$ cat config.mk
export PLATFORM = sky130hd
export DESIGN_NAME = sliding_window_median_flat
export DESIGN_NICKNAME = d
export VERILOG_FILES = /design/src/sv/swm_pkg.sv /design/src/sv/swm_ifs.sv /design/src/sv/swm_cell.sv /design/src/sv/sliding_window_median.sv /design/src/flat_wrapper.sv
export SDC_FILE = /design/constraint.sdc
export NUM_CORES = 2
export LEC_CHECK = 0
export BUFFER_PORTS_ARGS = -buffer_cell sky130_fd_sc_hd__buf_4
export CAP_MARGIN = 15
export CORE_UTILIZATION = 40
export DETAILED_ROUTE_END_ITERATION = 10
export GPL_ROUTABILITY_DRIVEN = 0
export RECOVER_POWER = 100
export SETUP_SLACK_MARGIN = 0.5
export SYNTH_ARGS = -nofsm -noshare
export SYNTH_HDL_FRONTEND = slang
export SYNTH_SLANG_ARGS = --single-unit
$ cat constraint.sdc
create_clock -name clk -period 27.8 [get_ports clk]
set_input_delay 4.17 -clock clk [delete_from_list [all_inputs] [get_ports clk]]
set_output_delay 4.17 -clock clk [all_outputs]
set_load 0.05 [all_outputs]
$ cat src/sv/swm_pkg.sv
// Shared types, sizes and cell bundles for the sliding window median filter.
package swm_pkg;

	localparam int WINDOW_MAX  = 32;
	localparam int SAMPLE_BITS = 16;
	localparam int CFG_W       = 6;
	localparam int LEN_W       = $clog2(WINDOW_MAX + 1);
	localparam int POS_W       = (WINDOW_MAX > 1) ? $clog2(WINDOW_MAX) : 1;

	typedef logic signed [SAMPLE_BITS-1:0] sample_t;
	typedef logic [LEN_W-1:0]              len_t;
	typedef logic [POS_W-1:0]              pos_t;
	typedef logic [CFG_W-1:0]              cfg_t;

	typedef enum logic {
		REQ_PRELOAD = 1'b0,
		REQ_PUSH    = 1'b1
	} req_t;

	// Broadcast to every cell in the row.
	typedef struct packed {
		logic    upd;
		logic    push;
		len_t    n_valid;
		pos_t    rem_tag;
		pos_t    new_tag;
		sample_t s;
	} cell_cmd_t;

	// Handed from a cell to its higher neighbor.
	typedef struct packed {
		logic    r;
		logic    gc;
		sample_t v;
		pos_t    tag;
	} cell_up_t;

	// Handed from a cell to its lower neighbor.
	typedef struct packed {
		sample_t v;
		pos_t    tag;
		logic    gtp;
	} cell_dn_t;

endpackage

$ cat src/sv/swm_ifs.sv
// Valid/ready channel interfaces for the input and result words.
interface swm_in_if;
	logic            valid;
	logic            ready;
	swm_pkg::req_t   req_type;
	swm_pkg::sample_t sample;

	modport source (output valid, output req_type, output sample, input ready);
	modport sink   (input valid, input req_type, input sample, output ready);
endinterface

interface swm_out_if;
	logic             valid;
	logic             ready;
	swm_pkg::sample_t median;
	logic             window_full;
	logic             rejected;

	modport source (output valid, output median, output window_full, output rejected,
		input ready);
	modport sink   (input valid, input median, input window_full, input rejected,
		output ready);
endinterface

$ cat src/sv/swm_cell.sv
// One cell of the sorted row: holds a sample and its ring position tag.
module swm_cell (
	input  logic               clk,
	input  swm_pkg::cell_cmd_t cmd,
	input  swm_pkg::pos_t      idx,
	input  swm_pkg::cell_up_t  lo,
	input  swm_pkg::cell_dn_t  hi,
	output swm_pkg::cell_up_t  up,
	output swm_pkg::cell_dn_t  dn
);

	swm_pkg::sample_t v_q;
	swm_pkg::pos_t    tag_q;

	logic             in_win;
	logic             gtp;
	logic             rem;
	logic             r;
	logic             gc;
	swm_pkg::sample_t cv;
	swm_pkg::pos_t    ctag;

	// Cells past the occupied part act as +infinity.
	assign in_win = swm_pkg::len_t'(idx) < cmd.n_valid;
	assign gtp    = ~in_win | (v_q > cmd.s);
	assign rem    = cmd.push & in_win & (tag_q == cmd.rem_tag);
	assign r      = lo.r | rem;
	// After the removed entry, the row is seen shifted down by one.
	assign gc     = r ? hi.gtp : gtp;
	assign cv     = r ? hi.v   : v_q;
	assign ctag   = r ? hi.tag : tag_q;

	assign up = '{r: r, gc: gc, v: cv, tag: ctag};
	assign dn = '{v: v_q, tag: tag_q, gtp: gtp};

	always_ff @(posedge clk) begin
		if (cmd.upd) begin
			if (!gc) begin
				v_q   <= cv;
				tag_q <= ctag;
			end else if (lo.gc) begin
				v_q   <= lo.v;
				tag_q <= lo.tag;
			end else begin
				v_q   <= cmd.s;
				tag_q <= cmd.new_tag;
			end
		end
	end

endmodule

$ cat src/sv/sliding_window_median.sv
// Top level of the sliding window median filter: control, cell row and result stage.
//
// The window is kept as a row of WINDOW_MAX cells in ascending order. Each cell
// holds one sample and the ring position it was written to, which stands in for
// the arrival-order ring: a push removes the cell tagged with the oldest position
// and inserts the new sample, tagged with that same position, in sorted order.
// Every cell compares its sample with the incoming one and takes its new content
// from itself or from a neighbor, so a whole update finishes in the cycle the word
// is accepted; the only long path is the removal flag that ripples up the row.
// One word is accepted per cycle as long as results are taken. For each result the
// row updates at the accepting edge; once the output register is free or drained,
// sorted[window_len/2] is selected into that output register. The median
// reads 0 and window_full 0 until window_len preload words have arrived; a push
// before that is answered with rejected set and changes nothing. A preload into a
// full window starts a new load. Writing window_len (0 reads as 1, values above
// WINDOW_MAX saturate) restarts the load and must only happen while the block is
// idle. There is no clearing pass after reset: cells that were never loaded are
// never selected.
module sliding_window_median (
	input  logic            clk,
	input  logic            arst_n,
	input  logic            cfg_we,
	input  swm_pkg::cfg_t   cfg_wdata,
	swm_in_if.sink          samples,
	swm_out_if.source       results
);

	swm_pkg::len_t len_q;
	swm_pkg::len_t lc_q;
	swm_pkg::pos_t op_q;

	logic             res_valid_s1;
	logic             res_full_s1;
	logic             res_rej_s1;

	logic             out_valid_q;
	swm_pkg::sample_t out_median_q;
	logic             out_full_q;
	logic             out_rej_q;

	logic               acc;
	logic               full_now;
	logic               is_push;
	logic               rej;
	swm_pkg::len_t      base;
	swm_pkg::len_t      base_inc;
	swm_pkg::len_t      op_inc;
	logic               s1_go;
	swm_pkg::cell_cmd_t cmd;
	swm_pkg::pos_t      mid;
	swm_pkg::len_t      len_new;

	swm_pkg::cell_up_t up_w [swm_pkg::WINDOW_MAX];
	swm_pkg::cell_dn_t dn_w [swm_pkg::WINDOW_MAX];

	// The result stage moves on whenever the output register is free or drained.
	// A new word may enter only when the median of the previous one is taken from
	// the row in the same cycle, since the row is overwritten at that edge.
	assign s1_go         = ~out_valid_q | results.ready;
	assign samples.ready = ~res_valid_s1 | s1_go;
	assign acc           = samples.valid & samples.ready;

	assign full_now = lc_q == len_q;
	assign is_push  = samples.req_type == swm_pkg::REQ_PUSH;
	assign rej      = is_push & ~full_now;
	assign base     = full_now ? '0 : lc_q;
	assign base_inc = base + swm_pkg::len_t'(1);
	assign op_inc   = swm_pkg::len_t'(op_q) + swm_pkg::len_t'(1);

	// A preload inserts into the first base cells; a push removes the oldest
	// entry among window_len cells and inserts the new sample.
	always_comb begin
		cmd.upd     = acc & ~rej;
		cmd.push    = is_push;
		cmd.n_valid = is_push ? len_q : base;
		cmd.rem_tag = op_q;
		cmd.new_tag = is_push ? op_q : swm_pkg::pos_t'(base);
		cmd.s       = samples.sample;
	end

	// Register write: zero means one, anything above the row length saturates.
	always_comb begin
		if (cfg_wdata == '0) begin
			len_new = swm_pkg::len_t'(1);
		end else if (int'(cfg_wdata) > swm_pkg::WINDOW_MAX) begin
			len_new = swm_pkg::len_t'(swm_pkg::WINDOW_MAX);
		end else begin
			len_new = swm_pkg::len_t'(cfg_wdata);
		end
	end

	always_ff @(posedge clk or negedge arst_n) begin
		if (!arst_n) begin
			len_q <= swm_pkg::len_t'(swm_pkg::WINDOW_MAX);
			lc_q  <= '0;
			op_q  <= '0;
		end else if (cfg_we) begin
			len_q <= len_new;
			lc_q  <= '0;
			op_q  <= '0;
		end else if (acc && !rej) begin
			if (is_push) begin
				op_q <= (op_inc >= len_q) ? '0 : swm_pkg::pos_t'(op_inc);
			end else begin
				lc_q <= base_inc;
				if (full_now) begin
					op_q <= '0;
				end
			end
		end
	end

	// Result flags travel one stage while the row settles.
	always_ff @(posedge clk or negedge arst_n) begin
		if (!arst_n) begin
			res_valid_s1 <= 1'b0;
		end else if (acc) begin
			res_valid_s1 <= 1'b1;
		end else if (s1_go) begin
			res_valid_s1 <= 1'b0;
		end
	end

	always_ff @(posedge clk) begin
		if (acc) begin
			res_full_s1 <= is_push ? ~rej : (base_inc == len_q);
			res_rej_s1  <= rej;
		end
	end

	// The row is one chain: each cell sees its two neighbors, the ends see
	// an empty cell below and a +infinity cell above.
	for (genvar i = 0; i < swm_pkg::WINDOW_MAX; i++) begin : g_cell
		swm_pkg::cell_up_t lo_in;
		swm_pkg::cell_dn_t hi_in;

		if (i == 0) begin : g_lo_end
			assign lo_in = '{r: 1'b0, gc: 1'b0, v: '0, tag: '0};
		end else begin : g_lo_mid
			assign lo_in = up_w[i-1];
		end

		if (i == swm_pkg::WINDOW_MAX - 1) begin : g_hi_end
			assign hi_in = '{v: '0, tag: '0, gtp: 1'b1};
		end else begin : g_hi_mid
			assign hi_in = dn_w[i+1];
		end

		swm_cell u_cell (
			.clk (clk),
			.cmd (cmd),
			.idx (swm_pkg::pos_t'(i)),
			.lo  (lo_in),
			.hi  (hi_in),
			.up  (up_w[i]),
			.dn  (dn_w[i])
		);
	end

	assign mid = swm_pkg::pos_t'(len_q >> 1);

	always_ff @(posedge clk or negedge arst_n) begin
		if (!arst_n) begin
			out_valid_q <= 1'b0;
		end else if (s1_go) begin
			out_valid_q <= res_valid_s1;
		end
	end

	always_ff @(posedge clk) begin
		if (s1_go && res_valid_s1) begin
			out_median_q <= res_full_s1 ? dn_w[mid].v : '0;
			out_full_q   <= res_full_s1;
			out_rej_q    <= res_rej_s1;
		end
	end

	assign results.valid       = out_valid_q;
	assign results.median      = out_median_q;
	assign results.window_full = out_full_q;
	assign results.rejected    = out_rej_q;

	// The load count never runs past the window length.
	a_lc_bound: assert property (@(posedge clk) disable iff (!arst_n)
		lc_q <= len_q)
		else $error("load count above window length");

	// The oldest position always points inside the window.
	a_op_bound: assert property (@(posedge clk) disable iff (!arst_n)
		op_q < len_q)
		else $error("oldest position outside window");

	// A stalled result stage must hold off new words, or the row would move on.
	a_stall: assert property (@(posedge clk) disable iff (!arst_n)
		res_valid_s1 && !s1_go |-> !samples.ready)
		else $error("word accepted while median not yet taken");

	// An early push comes back rejected and not full.
	a_early_push: assert property (@(posedge clk) disable iff (!arst_n)
		acc && is_push && (lc_q != len_q) |=> res_rej_s1 && !res_full_s1)
		else $error("early push not rejected");

endmodule
$ cat src/flat_wrapper.sv
// flat-port wrapper written by rule: the top's interface ports become plain ports
module sliding_window_median_flat 
  (clk, arst_n, cfg_we, cfg_wdata, samples_valid, samples_req_type, samples_sample, samples_ready, results_valid, results_median, results_window_full, results_rejected, results_ready);
  swm_in_if samples_i ();
  swm_out_if results_i ();
  input  logic clk;
  input  logic arst_n;
  input  logic cfg_we;
  input  swm_pkg::cfg_t cfg_wdata;
  input wire logic [$bits(samples_i.valid)-1:0] samples_valid;
  input wire logic [$bits(samples_i.req_type)-1:0] samples_req_type;
  input wire logic [$bits(samples_i.sample)-1:0] samples_sample;
  output wire logic [$bits(samples_i.ready)-1:0] samples_ready;
  output wire logic [$bits(results_i.valid)-1:0] results_valid;
  output wire logic [$bits(results_i.median)-1:0] results_median;
  output wire logic [$bits(results_i.window_full)-1:0] results_window_full;
  output wire logic [$bits(results_i.rejected)-1:0] results_rejected;
  input wire logic [$bits(results_i.ready)-1:0] results_ready;
  assign samples_i.valid = samples_valid;
  assign samples_i.req_type = samples_req_type;
  assign samples_i.sample = samples_sample;
  assign samples_ready = samples_i.ready;
  assign results_valid = results_i.valid;
  assign results_median = results_i.median;
  assign results_window_full = results_i.window_full;
  assign results_rejected = results_i.rejected;
  assign results_i.ready = results_ready;
  sliding_window_median u_core (.clk(clk), .arst_n(arst_n), .cfg_we(cfg_we), .cfg_wdata(cfg_wdata), .samples(samples_i), .results(results_i));
endmodule
* Word-level counts from Yosys, hierarchy flattened
Cells that the tools add are included.
** Storage, ports and cells
- Flip-flop bits (word level) :: 711
- Output and inout port bits :: 20
- Logic and storage cells :: 599
** Operators by class
- Add/subtract/negate cells :: 2
- $lt $le $gt $ge :: 67
- Eq/ne operators :: 35
- Multiplexer cells :: 241
- Bitwise operators :: 169
- Reduce and logical (&&, ||, !) cells :: 11
** Operators by type and width (number)
- $mux 16 :: 95
- $gt 16x16->1 :: 32
- $mux 5 :: 101
- $eq 5x5->1 :: 32
- $bmux 22 s5 :: 1
- $lt 5x6->1 const A :: 16
- $and 1x1->1 :: 67
- $or 1x1->1 :: 65
- $lt 4x6->1 const A :: 8
- $mux 22 :: 2
- $mux 6 :: 7
- $not 1->1 :: 36
- $mux 1 :: 35
- $lt 3x6->1 const A :: 4
- $eq 6x6->1 :: 2
- $lt 1x6->1 const A :: 2
- $lt 2x6->1 const A :: 2
- $add 5x1->6 const B :: 1
- $add 6x1->6 const B :: 1
- $ge 6x6->1 :: 1
- $ge 6x6->1 const B :: 1
- $gt 6x6->1 const B :: 1
- $logic_not 6->1 :: 1
- $not 5->6 :: 1
- other kinds (6) :: 11

* Depth between registers and ports, before layout
- Depth after elaboration :: 40
- Depth in mapped cells :: 19

* Hierarchy
A second synthesis with hierarchy kept.
** Second synthesis, totals
- Cells, all modules :: 10155
- Area, all modules :: 85488.2 um^2
** Modules (own cells, without submodules)
- swm_cell at u_core.g_cell[0].u_cell ... :: instances 17, cells each 301, area an instance 2426.1 um^2, seq. area each 630.6 um^2
- swm_cell at u_core.g_cell[26].u_cell ... :: instances 14, cells each 306, area an instance 2552.4 um^2, seq. area each 630.6 um^2
- sliding_window_median :: instances 1, cells each 453, area an instance 6090.8 um^2, seq. area each 1077.3 um^2
- swm_cell at u_core.g_cell[11].u_cell :: instances 1, cells each 301, area an instance 2419.8 um^2, seq. area each 630.6 um^2

* Worst setup path before layout
No wires, ideal clock.
- Kind :: input to register
- Start :: input port samples_req_type
- End :: register u_core.g_cell[0].u_cell.tag_q[0], enable pin
- Library setup time :: 1.682 ns
- Arrival :: 32.444 ns
- Required time :: 26.118 ns
- Path slack :: -6.326 ns
- Stages :: 9
- Cell sequence :: buf_2 -> buf_4 -> buf_2 -> buf_2 -> buf_2 -> buf_2 -> clkbuf_1 -> and2_1 -> nor2_1
** RTL lines
- from (decl) :: line flat_wrapper.sv:11 : input wire logic [$bits(samples_i.req_type)-1:0] samples_req_type;
- to (signal assigned) :: line swm_cell.sv:40 : tag_q <= ctag;
- to (signal assigned) :: line swm_cell.sv:43 : tag_q <= lo.tag;
- to (signal assigned) :: line swm_cell.sv:46 : tag_q <= cmd.new_tag;
- to (decl) :: line swm_cell.sv:13 : swm_pkg::pos_t tag_q;

==> impl_results.md <==
- Row count: 147
- CTS Hold Bufs: 0
- Layout area overhead: 7.99%
- Commonest non-fill, non-tap cell in the layout: mux2i_1
- Pwr/cell area: 68.2 nW/µm²
- Max_cap viols: 50
- Clock tree root driver cell: clkbuf_16
- Main synth FF type: edfxtp_1
- Starting DRT DRC Count: 6250
- Total CTS buffers: slightly above 90
- Grt total ovfl: 0
- Outcome: finished with violations
- Fin util: 0.434
- Cell Count Post-Placement: 8276
- Post-synth EDFFs: 692
- Min-Delay Path Class: reg2reg
- Mapped Cells: 6453
- Synth top area share: 0.322
- Final critical-path required period: 17.07 ns
- Final WL: 250 mm
- Tot GR Track Use: 0.298
- Port Buffer Count: 47
- Final Slew Violations: 2006
- Crit. End Element: register
- Failing checks: max-capacitance violations, max-slew violations
- Number of nets in the layout: 6761
- Syn_nets: around 7000
- First-pass GRT wire length: 368 mm
- Post-route insts no fill: between 8000 and 9000
- Fin. Hold Viols: 0
- Initial core utilization: 0.402
- Largest net degree at the start of global routing: 179
- Ys async rst share: 0.0267
- CTS tree: yes
- Drc violations: 0
- Clock Skews: 0.0362 ns
- Final ANT Viol Nets: 0
- Synth Register Bits: around 710
- Post-cts resize count: 0
- Setup violations, final: 0
- Relative slew slack: -1.97
- Cell variety after synth: 88
- Hpwl dp: 174 mm
- Cell taking the most area after synthesis: edfxtp_1
- Period utilization: 0.614
- Die ar.: between 150000 and 200000 µm²
- Peak Freq: ~59 MHz
- Clock Tree Buf Depth: 3
- Post-CTS setup buffer count: 0
- Overall die height: between 400 and 500 µm
- Measured slew at the worst slew-check pin: 4.46 ns
- Post-route setup TNS: 0 ns
- CP max FO: 63
- Multi-input logic area: 41000 µm²
- Initial antenna violation count: 17
- RSZ-0062 raised after global routing: false
- Critical Path AT: 17.42 ns
- Top post-synthesis cells by area: edfxtp_1 32%, mux2i_1 12%, ha_1 10%
- Clock Pin Slew Worst Setup and Hold Paths: 0.06 ns
- I/O pin count: 48
- Layout cells sized above 1: 0.119
- Vias: 56862
- # fillers: 15477
- WL per Instance: roughly 30 µm
- Seq/Total Area, Yosys: 0.330
- Vias in the first global route: 54439
- Worst Setup Start Kind: register
- Most frequent cells in the layout: 740 x mux2i_1, 692 x edfxtp_1, 520 x ha_1
- H-tree depth: 3
- Leak: 26.1 nW
- Crit path required time: 28.15 ns
- Post-Syn Area: 64500 µm²
- VDD IR-drop max: 0.0000524 V
- Worst-skew pair later-pin latency: 0.74 ns
- Register area: roughly 21000 µm²
- Die X: 404 µm
- First-pass DRT Iterations: 6
- Avg Cell Area, Syn: 10.0 µm²
- Pwr Total: about 4.8 mW
- Synth Warn #: 0
- CTS sink cnt: 711
- DR vias/cell: 6.73
- Core Area: 160000 µm²
- Setup CP Type: reg2reg
-- cells by family after synthesis --
logic type,synth area share
flops,0.330
buf+inv,0.0403
xor+xnor,0.0236
fa+ha+maj,0.101
compound gates,0.191
simple gates,0.101
mux,0.214
-- through the flow --
stage / setup WS [ns] / hold WS (ns) / instance area, µm²
after global placement: 16.93 / 0.462 / 67100
final: 10.73 / 0.489 / 69700
after floorplan: 4.78 / 0.400 / 64500
after global routing: 9.29 / 0.518 / 69600
after detailed placement: 16.87 / 0.479 / 67100
after CTS: 17.60 / 0.493 / 70000
-- registers in the layout, summed over array words and instances, names as in the netlist --
signal                      cells
u_core.g_cell.u_cell.v_q      512
u_core.g_cell.u_cell.tag_q    160
u_core.results.median          16
u_core.lc_q                     6
u_core.len_q                    6
u_core.op_q                     5
u_core.res_full_s1              1
u_core.res_rej_s1               1
u_core.res_valid_s1             1
u_core.results.rejected         1
u_core.results.valid            1
u_core.results.window_full      1
-- power by group --
| part | total (mW) | internal (mW) | switching, mW |
|---|---|---|---|
| clock network | 1.23 | 0.700 | 0.530 |
| registers | 1.68 | 1.44 | 0.242 |
| logic | 1.84 | 0.775 | 1.06 |
-- path summary, 6_finish.rpt --
kind	start	endpoint	slack, ns	depth (start not counted)
hold / removal	u_core.res_valid_s1	u_core.results.valid	0.49	1
hold reg to reg	u_core.res_valid_s1	u_core.results.valid	0.49	1
setup reg to reg	u_core.len_q[1]	u_core.g_cell[19].u_cell.v_q[11]	10.73	10
min in group asynchronous	arst_n	u_core.lc_q[2]	3.89	1
max in group asynchronous	arst_n	u_core.len_q[2]	22.66	1
setup / recovery	u_core.len_q[1]	u_core.g_cell[19].u_cell.v_q[11]	10.73	10
-- per-layer routing --
metal	global-route usage	wire, µm	vias up	part of all wire
met5	0.00178	100	-	0.00040
met4	0.170	16400	12	0.066
met3	0.0657	24800	666	0.099
met2	0.452	109000	3117	0.44
met1	0.391	99700	28193	0.40
li1	-	-	24874	-
-- area by class of cell --
type / count / share of cell area
diodes: 4 / 0.000144
multi-input cells: 5079 / 0.588
flip-flops and latches: 711 / 0.305
inverters: 121 / 0.00652
clock buffers: 112 / 0.0347
repair buffers: 208 / 0.0189
clock inverters: 59 / 0.00760
well taps: 2160 / 0.0388
-- synthesized netlist by cell type, types with 13 or more instances --
library cell    n
a2111oi_0      19
a211o_1        22
a211oi_1      150
a21boi_0       34
a21o_1         78
a21oi_1       352
a221oi_1       82
a22o_1         19
a22oi_1        42
a31oi_1        30
a32oi_1        25
and2_1         15
and3_1         15
buf_1          52
buf_2          81
clkbuf_1      407
dfrtp_1        18
edfxtp_1      692
ha_1          520
inv_1         119
mux2_2        242
mux2i_1       747
mux4_2        160
nand2_1       449
nand2b_1       30
nand3_1        80
nand4_1        89
nor2_1        466
nor2b_1        43
nor3_1         78
nor4_1         45
o211ai_1       92
o21a_1         76
o21ai_0       270
o21ai_1        13
o21bai_1       27
o221ai_1      112
o22a_1         21
o22ai_1       211
o2bb2ai_1      20
o31ai_1        77
or2_2          13
or3_1          39
xnor2_1        94
xor2_1         80
-- worst max-delay path: stages, from the launching register on --
cell	delay, ns
dfrtp_1	1.87
clkbuf_1	2.50
clkbuf_1	2.52
xnor2_1	0.25
and4_1	0.37
nand3_1	0.38
and2_0	0.46
nor2_1	1.73
clkbuf_1	2.82
clkbuf_1	2.64
buf_4	1.01
Power figures use the tool's default switching activity.
